--- config.mk ---
export PLATFORM = sky130hd
export DESIGN_NAME = eth_ipv4_udp_header_filter_core
export DESIGN_NICKNAME = d
export VERILOG_FILES = /design/src/design/ethf_pkg.sv /design/src/design/ethf_parse.sv /design/src/design/ethf_out_reg.sv /design/src/design/eth_ipv4_udp_header_filter_core.sv
export SDC_FILE = /design/constraint.sdc
export NUM_CORES = 1
export LEC_CHECK = 0
export BUFFER_PORTS_ARGS = -buffer_cell sky130_fd_sc_hd__buf_4
export CORE_UTILIZATION = 55
export CTS_BUF_LIST = sky130_fd_sc_hd__clkbuf_8
export CTS_CLUSTER_DIAMETER = 120
export DETAILED_ROUTE_END_ITERATION = 6
export PLACE_DENSITY = 0.79
export SYNTH_ARGS = -nofsm -noshare
export SYNTH_HDL_FRONTEND = slang
export SYNTH_SLANG_ARGS = --single-unit
--- constraint.sdc ---
create_clock -name clk_i -period 6.3 [get_ports clk_i]
set_clock_uncertainty 0.15 [all_clocks]
set_input_delay 1.26 -clock clk_i [delete_from_list [all_inputs] [get_ports clk_i]]
set_output_delay 1.26 -clock clk_i [all_outputs]
set_load 0.005 [all_outputs]
--- src/design/ethf_pkg.sv ---
package ethf_pkg;

  localparam int MaxFrameBytesDef = 16383;

  localparam int ByteW    = 8;
  localparam int MacW     = 48;
  localparam int IpW      = 32;
  localparam int PortW    = 16;
  localparam int PayloadW = 14;
  localparam int VerdictW = 3;
  localparam int OutDataW = 112;

  localparam int HeaderBytes = 42;

  localparam logic [15:0]     EthertypeIpv4 = 16'h0800;
  localparam logic [7:0]      ProtoUdp      = 8'd17;
  localparam logic [MacW-1:0] BroadcastMac  = {MacW{1'b1}};

  typedef enum logic [VerdictW-1:0] {
    VerdictAccept   = 3'd0,
    VerdictBadMac   = 3'd1,
    VerdictNotIpv4  = 3'd2,
    VerdictNotUdp   = 3'd3,
    VerdictTooShort = 3'd4
  } verdict_e;

  typedef struct packed {
    verdict_e            verdict;
    logic [IpW-1:0]      source_ip;
    logic [IpW-1:0]      dest_ip;
    logic [PortW-1:0]    source_port;
    logic [PortW-1:0]    dest_port;
    logic [PayloadW-1:0] data_len;
  } result_t;

endpackage

--- src/design/ethf_parse.sv ---
module ethf_parse import ethf_pkg::*; #(
  parameter int MaxFrameBytes = MaxFrameBytesDef
) (
  input  logic             clk_i,
  input  logic             rst_ni,
  input  logic             step_i,
  input  logic [ByteW-1:0] byte_i,
  input  logic             last_i,
  input  logic [MacW-1:0]  own_mac_i,
  output result_t          result_o
);

  localparam int PosW = $clog2(MaxFrameBytes + 1);
  localparam int SumW = (PosW > PayloadW) ? PosW : PayloadW;

  logic [PosW-1:0]  pos_q, pos_d, len;
  logic [MacW-1:0]  dest_mac_q, dest_mac_d, dest_mac_c;
  logic [15:0]      ethertype_q, ethertype_d, ethertype_c;
  logic [7:0]       proto_q, proto_d, proto_c;
  logic [IpW-1:0]   src_ip_q, src_ip_d, src_ip_c;
  logic [IpW-1:0]   dst_ip_q, dst_ip_d, dst_ip_c;
  logic [PortW-1:0] src_port_q, src_port_d, src_port_c;
  logic [PortW-1:0] dst_port_q, dst_port_d, dst_port_c;
  logic [SumW-1:0]  payload_full;

  always_comb begin
    dest_mac_c  = dest_mac_q;
    ethertype_c = ethertype_q;
    proto_c     = proto_q;
    src_ip_c    = src_ip_q;
    dst_ip_c    = dst_ip_q;
    src_port_c  = src_port_q;
    dst_port_c  = dst_port_q;
    if (pos_q < PosW'(6)) begin
      dest_mac_c = {dest_mac_q[MacW-ByteW-1:0], byte_i};
    end else if (pos_q == PosW'(12) || pos_q == PosW'(13)) begin
      ethertype_c = {ethertype_q[7:0], byte_i};
    end else if (pos_q == PosW'(23)) begin
      proto_c = byte_i;
    end else if (pos_q >= PosW'(26) && pos_q < PosW'(30)) begin
      src_ip_c = {src_ip_q[IpW-ByteW-1:0], byte_i};
    end else if (pos_q >= PosW'(30) && pos_q < PosW'(34)) begin
      dst_ip_c = {dst_ip_q[IpW-ByteW-1:0], byte_i};
    end else if (pos_q == PosW'(34) || pos_q == PosW'(35)) begin
      src_port_c = {src_port_q[7:0], byte_i};
    end else if (pos_q == PosW'(36) || pos_q == PosW'(37)) begin
      dst_port_c = {dst_port_q[7:0], byte_i};
    end

    // saturate the byte count
    len = (pos_q < PosW'(MaxFrameBytes)) ? pos_q + PosW'(1) : PosW'(MaxFrameBytes);

    pos_d       = pos_q;
    dest_mac_d  = dest_mac_q;
    ethertype_d = ethertype_q;
    proto_d     = proto_q;
    src_ip_d    = src_ip_q;
    dst_ip_d    = dst_ip_q;
    src_port_d  = src_port_q;
    dst_port_d  = dst_port_q;
    if (step_i) begin
      if (last_i) begin
        pos_d       = '0;
        dest_mac_d  = '0;
        ethertype_d = '0;
        proto_d     = '0;
        src_ip_d    = '0;
        dst_ip_d    = '0;
        src_port_d  = '0;
        dst_port_d  = '0;
      end else begin
        pos_d       = len;
        dest_mac_d  = dest_mac_c;
        ethertype_d = ethertype_c;
        proto_d     = proto_c;
        src_ip_d    = src_ip_c;
        dst_ip_d    = dst_ip_c;
        src_port_d  = src_port_c;
        dst_port_d  = dst_port_c;
      end
    end
  end

  always_ff @(posedge clk_i or negedge rst_ni) begin
    if (!rst_ni) begin
      pos_q       <= '0;
      dest_mac_q  <= '0;
      ethertype_q <= '0;
      proto_q     <= '0;
      src_ip_q    <= '0;
      dst_ip_q    <= '0;
      src_port_q  <= '0;
      dst_port_q  <= '0;
    end else begin
      pos_q       <= pos_d;
      dest_mac_q  <= dest_mac_d;
      ethertype_q <= ethertype_d;
      proto_q     <= proto_d;
      src_ip_q    <= src_ip_d;
      dst_ip_q    <= dst_ip_d;
      src_port_q  <= src_port_d;
      dst_port_q  <= dst_port_d;
    end
  end

  assign payload_full = SumW'(len) - SumW'(HeaderBytes);

  always_comb begin
    result_o.source_ip   = src_ip_c;
    result_o.dest_ip     = dst_ip_c;
    result_o.source_port = src_port_c;
    result_o.dest_port   = dst_port_c;
    result_o.data_len    = '0;
    if (len < PosW'(HeaderBytes)) begin
      result_o.verdict = VerdictTooShort;
    end else if (dest_mac_c != own_mac_i && dest_mac_c != BroadcastMac) begin
      result_o.verdict = VerdictBadMac;
    end else if (ethertype_c != EthertypeIpv4) begin
      result_o.verdict = VerdictNotIpv4;
    end else if (proto_c != ProtoUdp) begin
      result_o.verdict = VerdictNotUdp;
    end else begin
      result_o.verdict  = VerdictAccept;
      result_o.data_len = payload_full[PayloadW-1:0];
    end
  end

endmodule

--- src/design/ethf_out_reg.sv ---
module ethf_out_reg import ethf_pkg::*; (
  input  logic    clk_i,
  input  logic    rst_ni,
  input  logic    load_i,
  input  result_t result_i,
  input  logic    ready_i,
  output logic    valid_o,
  output logic    space_o,
  output result_t result_o
);

  logic    valid_q, valid_d;
  result_t result_q;

  assign space_o = !valid_q || ready_i;
  assign valid_d = load_i ? 1'b1 : (ready_i ? 1'b0 : valid_q);

  always_ff @(posedge clk_i or negedge rst_ni) begin
    if (!rst_ni) begin
      valid_q <= 1'b0;
    end else begin
      valid_q <= valid_d;
    end
  end

  always_ff @(posedge clk_i) begin
    if (load_i) begin
      result_q <= result_i;
    end
  end

  assign valid_o  = valid_q;
  assign result_o = result_q;

endmodule

--- src/design/eth_ipv4_udp_header_filter_core.sv ---
// The tlast byte passes the input register, then its result loads the output register.
// Throughput: one byte per cycle unless stalled; bytes flow while a result waits on m_axis.
// A final byte stalls in the input register only while the output register is full and held.
// Reset (rst_ni low, asynchronous): own MAC cleared, frame position and captures cleared,
// input and output registers empty.
module eth_ipv4_udp_header_filter_core import ethf_pkg::*; #(
  parameter int MaxFrameBytes = MaxFrameBytesDef
) (
  input  logic                clk_i,
  input  logic                rst_ni,
  input  logic                cfg_we_i,
  input  logic [MacW-1:0]     cfg_wdata_i,
  input  logic                s_axis_tvalid,
  output logic                s_axis_tready,
  input  logic [ByteW-1:0]    s_axis_tdata,   // byte_value
  input  logic                s_axis_tlast,   // frame_end
  output logic                m_axis_tvalid,
  input  logic                m_axis_tready,
  // source_ip[31:0], dest_ip[63:32], source_port[79:64], dest_port[95:80],
  // data_len[109:96], zero[111:110]
  output logic [OutDataW-1:0] m_axis_tdata,
  output logic [VerdictW-1:0] m_axis_tuser    // verdict
);

  logic [MacW-1:0]  own_mac_q;
  logic             in_valid_q, in_valid_d;
  logic [ByteW-1:0] in_byte_q;
  logic             in_last_q;
  logic             s_fire, advance, out_space, out_load;
  result_t          parse_result, out_result;

  assign advance       = in_valid_q && (!in_last_q || out_space);
  assign s_axis_tready = !in_valid_q || advance;
  assign s_fire        = s_axis_tvalid && s_axis_tready;
  assign out_load      = advance && in_last_q;
  assign in_valid_d    = s_fire ? 1'b1 : (advance ? 1'b0 : in_valid_q);

  always_ff @(posedge clk_i or negedge rst_ni) begin
    if (!rst_ni) begin
      own_mac_q  <= '0;
      in_valid_q <= 1'b0;
    end else begin
      if (cfg_we_i) begin
        own_mac_q <= cfg_wdata_i;
      end
      in_valid_q <= in_valid_d;
    end
  end

  always_ff @(posedge clk_i) begin
    if (s_fire) begin
      in_byte_q <= s_axis_tdata;
      in_last_q <= s_axis_tlast;
    end
  end

  ethf_parse #(
    .MaxFrameBytes(MaxFrameBytes)
  ) u_parse (
    .clk_i     (clk_i),
    .rst_ni    (rst_ni),
    .step_i    (advance),
    .byte_i    (in_byte_q),
    .last_i    (in_last_q),
    .own_mac_i (own_mac_q),
    .result_o  (parse_result)
  );

  ethf_out_reg u_out_reg (
    .clk_i    (clk_i),
    .rst_ni   (rst_ni),
    .load_i   (out_load),
    .result_i (parse_result),
    .ready_i  (m_axis_tready),
    .valid_o  (m_axis_tvalid),
    .space_o  (out_space),
    .result_o (out_result)
  );

  assign m_axis_tuser = out_result.verdict;
  assign m_axis_tdata = {2'b00, out_result.data_len, out_result.dest_port,
                         out_result.source_port, out_result.dest_ip, out_result.source_ip};

endmodule

==> implementation parameters, run 1 <==
Parameter                              Value

CTS
  Worst skew pair latency ... 0.59 ns
  Post-CTS Resized ... 0
  Clock Tree Buf Depth ... 3
  Hold buffer count at CTS ... 0
  Clock root buffer master ... clkbuf_8
  Register clock-pin slew on the reported worst setup and hold paths ... around 0.060 ns
  Number of levels the H-tree was split into ... 2
  Clock sinks ... ~350
  Post-CTS setup buffer count ... 0
  TritonCTS Buffers ... 55
  CTS tree ... done

Placed design
  Final HPWL from detailed placement ... 24410 um
  Setup WS pre-CTS ... roughly 2.3 ns
  IO buf count ... around 180
  Weighted congestion reported at the end of routability-driven placement ... about 0.96
  Number of instances in the placed design ... approximately 1700
  Area post-placement ... 17230 sq um

Global routing
  Number of global-route vias before repair ... ~11000
  Number of antenna violations at the first check in global routing ... 0
  Total grt overflow ... 0
  Aggregate global-route resource usage ... 25.60%
  Maximum number of pins on one net before global-route repair ... roughly 160
  First-pass GRT wire length ... slightly below 60000 um

Drt
  Detail-routed net length per standard cell ... roughly 21 um
  Mean number of vias per cell ... 6.060
  Routed Antenna Nets ... 0
  Vias after detailed routing ... 10650
  Routed WL ... 36740 um
  1st-pass router iterations ... 5
  Post-route DRC violation count ... 0
  Initial DRC count ... 1000

Worst setup path
  Slowest cell on the critical path ... dfrtp_1
  Crit path max fanout ... 10
  CP cell instances ... ha_1, nand3_2, or2_1, nor3_2, nor2_1, ha_1, o21a_1, o211ai_1, o2111a_1, o211ai_1, nor4b_2
  Type of element capturing the critical path ... register
  Kind of critical path ... register to register
  Crit path required time ... ~6.4 ns
  Data arrival time of the worst path ... 4.14 ns
  Worst setup path startpoint ... u_parse.pos_q[1]
  Max incr delay on CP ... around 0.56 ns
  Endpoint of the worst setup timing path ... u_out_reg.result_o[9]
  Worst flop-to-flop path startpoint ... u_parse.pos_q[1]
  Number of cells on the worst reg-to-reg path ... 11
  Setup slack, reg-to-reg ... between 2 and 2.5 ns
  Startpoint type of the worst setup path ... register
  Reg-to-Reg End ... u_out_reg.result_o[9]

Cells and area
  Share of layout cells above drive strength 1 ... roughly a third
  Filler instances ... a little over 2000
  Final-stage net count ... between 1000 and 1500
  Area added between synthesis and finish ... 18.41%
  ANT cells ... 0
  Design area ... approximately 19000 sq um
  Final Non-Filler Cells ... between 1500 and 2000

Power
  Pwr dens ... 280.8 nW/um^2
  Reported leakage power ... just over 8 nW
  Worst IR drop on VDD ... roughly 180 uV

Status
  Status ... completed

Timing
  Max Slew Vio Count ... 0
  Highest Clock Rate ... 0.2499 GHz
  Final-report setup violation count ... 0
  Transition time at the pin with the least slew margin ... approximately 1.2 ns
  Count of final hold-check violations ... 0
  Period Utilization, post-route ... 63.52%
  RSZ-0062 raised after global routing ... false
  Final worst slack ... ~2.3 ns
  Shortest clock period the worst path allows after layout ... ~4 ns
  Final hold slack ... ~0.35 ns
  Sum of negative setup slack ... 0 ns
  Worst slew margin relative to its limit ... between 15 and 20%

Die
  Total core area ... approximately 28000 sq um
  Die span in x ... 170.6 um
  Chip Height ... between 150 and 200 um
  IO Pins ... roughly 180
  Number of placement rows ... 61
  Effective utilization at floorplan ... between 50% and 60%
  Die outline area ... 29110 sq um

Synthesis
  Fraction of registers with async set/reset ... about 66%
  Most frequently used cell type in the post-synthesis netlist ... dfrtp_1
  Yosys warnings ... 0
  Predominant post-synthesis flop cell ... dfrtp_1
  Number of instances in the synthesized netlist ... 1163
  Netlist area before placement ... 15640 sq um
  Area contributors post-synth ... dfrtp_1 37%, edfxtp_1 23%, a22o_1 9.4%
  Library cell occupying the most area in the post-synthesis netlist ... dfrtp_1
  Share of the synthesized area in the top cell type ... 37.13%
  Most used standard cells in the synthesized netlist ... 232 x dfrtp_1, 168 x a22o_1, 122 x edfxtp_1
  Yosys cell types ... 76
  EDFF count, synth ... ~120
  Mean Syn Cell Area ... ~13 sq um
  Yosys reg bits ... about 350
  Fraction of the yosys area taken by sequential cells ... approximately three fifths

Min path
  Worst min-delay path class ... register to register

Job
  Max-Cap Viols ... 0
## state kept, by name, indices dropped and copies added (netlist names)
signal	count
u_parse.pos_q	14
u_out_reg.valid_o	1
u_out_reg.result_o	113
in_valid_q	1
own_mac_q	48
u_parse.ethertype_q	16
u_parse.dst_ip_q	32
u_parse.src_port_q	16
u_parse.proto_q	8
in_last_q	1
u_parse.dst_port_q	16
u_parse.dest_mac_q	48
u_parse.src_ip_q	32
in_byte_q	8
## kinds of logic (layout without fill, tap and decap cells)
| family | count (synthesis) | count (layout) | synth area share [%] |
|---|---|---|---|
| other | 1 | 2 | 0.02398 |
| AOI/OAI and AO/OA | 281 | 281 | 14.51 |
| buffers and inverters | 115 | 331 | 3.256 |
| adders and majority gates | 4 | 4 | 0.3201 |
| DFF | 354 | 354 | 60.55 |
| muxes | 133 | 133 | 9.674 |
| xor gates and xnor gates | 67 | 67 | 3.753 |
| and+or+nand+nor | 208 | 208 | 7.905 |
## through the flow
stage	total power (W)	utilization, %
2_1_floorplan	0.002875	-
3_3_place_gp	0.003088	61.85
3_5_place_dp	0.003096	61.85
4_1_cts	0.005238	66.47
5_1_grt	0.005401	66.47
6_report	0.005200	66.47
## cell type report
class | count | area, sq um | area share [%]
repair buffers | 186 | 1441 | 7.784
clock inverters | 30 | 269.0 | 1.453
clock buffers | 74 | 1018 | 5.500
inverters | 41 | 153.9 | 0.8311
multi-input cells | 695 | 5692 | 30.74
flip-flops and latches | 354 | 9469 | 51.14
well taps | 378 | 473.0 | 2.554
## worst min-delay path by stage
stage                               from              endpoint  cells past startpoint
CTS                   u_parse.proto_q[3]    u_parse.proto_q[3]                      2
detailed placement    u_parse.proto_q[3]    u_parse.proto_q[3]                      2
floorplan             u_parse.proto_q[3]    u_parse.proto_q[3]                      2
global placement      u_parse.proto_q[3]    u_parse.proto_q[3]                      2
global route        u_parse.src_ip_q[25]  u_parse.src_ip_q[25]                      1
finish                u_parse.proto_q[3]    u_parse.proto_q[3]                      2
## metal layers
layer	track usage, %	vias up	wire, um
met5	0	-	0
met4	7.951	0	952
li1	-	4755	-
met2	40.23	477	17340
met1	36.35	5341	15960
met3	4.557	80	2478
## critical path, delay by kind of cell (launching register included)
kind                     cells  cell delay [ns]
AO/OA/AOI/OAI                4             0.90
adder cells (fa/ha/maj)      2             0.63
flip-flops                   1             0.56
AND/OR/NAND/NOR              5             1.47
## layout by cell type (no fill, tap or decap), types with 4 or more instances in the layout
cell type and instances:
nor2_1 25, mux2i_1 6, nand2_1 46, nor2b_1 5, xnor2_1 32, a221oi_1 4
clkinv_2 4, bufinv_16 5, inv_1 59, mux2_2 121, o21ai_0 38, ha_1 4
a21oi_1 11, nor3_1 5, o2111ai_1 4, nand3_1 11, nand2b_1 15, nor4_1 20
mux2_4 6, nand4_1 32, a22o_1 168, nor3_2 10, clkbuf_8 74, buf_4 182
o2bb2ai_1 5, o211ai_1 4, xor2_1 35, o22ai_1 14, nor4_2 4, dfrtp_1 232
edfxtp_1 122, and2_1 4
## power breakdown
| part | switching [W] | total [W] | internal (W) |
|---|---|---|---|
| Combinational | 0.000244 | 0.000437 | 0.000193 |
| Clock | 0.000884 | 0.00214 | 0.00126 |
| Sequential | 0.000143 | 0.00262 | 0.00248 |
| Total | 0.00127 | 0.00520 | 0.00393 |
Note: power is estimated with default switching activity, not from simulation.
==> run 2: changes to the inputs <==
==> constraint.sdc (replaced) <==
create_clock -name clk_i -period 3.42 [get_ports clk_i]
set_clock_uncertainty 0.15 [all_clocks]
set_input_delay 0.684 -clock clk_i [delete_from_list [all_inputs] [get_ports clk_i]]
set_output_delay 0.684 -clock clk_i [all_outputs]
set_load 0.005 [all_outputs]
==> run 2 against run 1 <==
Effect of this change:
- register-to-register slack worse by 2.0 ns
- non-clock buffer count rose by 39
- sequential share of layout area is 0.40 points lower
- final area grew 0.80%
- fmax rose by 27%
- core utilization is 0.53 points higher
==> implementation parameters, run 2 (synthesis gave the netlist of run 1 again) <==
Parameter                              Value

Power
  Pwr dens ... 491.2 nW/um^2 (+75%)
  Worst IR drop on VDD ... 287.9 uV (+59%)
  Reported leakage power ... 8.214 nW (+1.5%)

Die
  Die span in x ... 170.6 um (unchanged)
  Chip Height ... 170.6 um (unchanged)
  Die outline area ... 29110 sq um (unchanged)
  IO Pins ... 179 (unchanged)
  Effective utilization at floorplan ... 56.13% (unchanged)
  Total core area ... 27860 sq um (unchanged)
  Number of placement rows ... 61 (unchanged)

Min path
  Worst min-delay path class ... input pin to register

Global routing
  Aggregate global-route resource usage ... 26.77% (+1.2 points)
  Number of antenna violations at the first check in global routing ... 1 (+1)
  Total grt overflow ... 0 (unchanged)
  Maximum number of pins on one net before global-route repair ... 98 (-37%)
  First-pass GRT wire length ... 60090 um (+3.5%)
  Number of global-route vias before repair ... 10910 (+3.4%)

Timing
  Final-report setup violation count ... 0 (unchanged)
  Count of final hold-check violations ... 0 (unchanged)
  RSZ-0062 raised after global routing ... false
  Shortest clock period the worst path allows after layout ... 3.142 ns (-0.8601 ns)
  Highest Clock Rate ... 0.3183 GHz (+27%)
  Period Utilization, post-route ... 91.87% (+28 points)
  Sum of negative setup slack ... 0 ns (unchanged)
  Transition time at the pin with the least slew margin ... 1.091 ns (-0.1500 ns)
  Worst slew margin relative to its limit ... 27.27% (+10 points)
  Max Slew Vio Count ... 0 (unchanged)

Worst setup path
  Kind of cell with the highest combined delay on the critical path ... simple AND/OR/NAND/NOR gates
  Buf+Inv Stages, Crit Path ... 0 (unchanged)
  Most Frequent Cell on Critical Path ... o211ai_1
  CP cell instances ... nand3_4, or2_1, nor3_2, nor2_1, ha_1, o21a_1, o211ai_1, o2111a_1, o211ai_1, nor4b_2
  Data arrival time of the worst path ... 3.31 ns (-0.83 ns)
  Startpoint type of the worst setup path ... register
  Slowest cell on the critical path ... dfrtp_1
  Crit path required time ... 3.59 ns (-2.84 ns)
  Kind of critical path ... register to register
  Type of element capturing the critical path ... register
  Max incr delay on CP ... 0.58 ns (+0.02 ns)
  Crit path max fanout ... 9 (-1)

CTS
  Worst skew pair latency ... 0.61 ns (+0.02 ns)
  Register clock-pin slew on the reported worst setup and hold paths ... 0.07 ns (about the same)
  Number of levels the H-tree was split into ... 2 (unchanged)
  Clock Tree Buf Depth ... 3 (unchanged)
  CTS tree ... done
  Clock root buffer master ... clkbuf_8
  TritonCTS Buffers ... 56 (+1.8%)
  Clock sinks ... 354 (unchanged)

Drt
  Detail-routed net length per standard cell ... 21.25 um (+1.7%)
  Post-route DRC violation count ... 0 (unchanged)
  Routed Antenna Nets ... 0 (unchanged)
  Initial DRC count ... 1030 (+3.0%)
  Mean number of vias per cell ... 5.993 (-1.1%)
  Vias after detailed routing ... 10760 (+0.99%)
  1st-pass router iterations ... 5 (unchanged)
  Routed WL ... 38150 um (+3.8%)

Cells and area
  Commonest non-fill, non-tap cell in the layout ... dfrtp_1
  Share of layout cells above drive strength 1 ... 33.40% (+1.5 points)
  Final-stage net count ... 1439 (+2.9%)
  Area added between synthesis and finish ... 19.36%
  Largest register FFs ... 113 (unchanged)
  Final Non-Filler Cells ... 1795 (+2.1%)
  Most frequent cells in the layout ... 232 x dfrtp_1, 217 x buf_4, 168 x a22o_1

Placed design
  IO buf count ... 176 (unchanged)
  Final HPWL from detailed placement ... 25500 um (+4.5%)
  Number of instances in the placed design ... 1692 (+2.3%)
  Weighted congestion reported at the end of routability-driven placement ... 0.9226 (-4.1%)

Status
  Status ... completed

Job
  Max-Cap Viols ... 0 (unchanged)
==> run 2: final cells by class <==
class                   count  area, sq um
well taps                 378        473.0
diodes                      1        2.502
fillers                  2051         9194
clock buffers              66        908.4
clock inverters            35        191.4
repair buffers            225         1774
inverters                  41        153.9
multi-input cells         695         5692
flip-flops and latches    354         9469
==> run 2: timing repair <==
item / 4_1_cts / 5_1_grt
endpoints found under the setup margin: 0 / 0
hold buffers: 1 / 0
endpoints found under the hold margin: 65 / 0
buffers inserted: 0 / 0
resized for setup: 0 / 0
==> run 2: path summary, 6_finish.rpt <==
kind	depth (start not counted)	to	startpoint	slack, ns
setup reg to reg	10	u_out_reg.result_o[9]	u_parse.pos_q[4]	0.28
hold / removal	1	in_byte_q[3]	s_axis_tdata[3]	0.11
setup / recovery	10	u_out_reg.result_o[9]	u_parse.pos_q[4]	0.28
max in group asynchronous	3	u_parse.pos_q[10]	rst_ni	1.77
min in group asynchronous	2	u_parse.dst_ip_q[28]	rst_ni	0.57
hold reg to reg	1	u_parse.proto_q[4]	u_parse.proto_q[4]	0.35
==> run 2: metal layers <==
metal  share of wire (%)  wire, um  track usage (%)  up-vias
li1                    -         -                -     4835
met1                  44     16730            38.16     5397
met3                 6.5      2469            4.464       85
met2                  47     17890            41.37      441
met5                   0         0                0        -
met4                 2.8      1062            9.949        0
==> run 2: where the power goes <==
part / switching [W] / internal, W
clock: 0.00164 / 0.00183
sequential: 0.000225 / 0.00456
combinational: 0.000510 / 0.000391
total: 0.00238 / 0.00679
==> run 2: per-stage QoR <==
step | total power [W] | cell area, sq um | hold slack, ns | utilization [%] | setup WS [ns]
global placement | 0.005747 | 17550 | 0.3205 | 63.00 | 0.3783
CTS | 0.009224 | 18660 | 0.08284 | 66.99 | 0.2824
finish | 0.009168 | 18660 | 0.1118 | 67.00 | 0.2782
floorplan | 0.005297 | 15670 | 0.2384 | - | 0.001756
global route | 0.009525 | 18660 | 0.08332 | 66.99 | 0.002608
detailed placement | 0.005756 | 17550 | 0.3348 | 63.00 | 0.2922
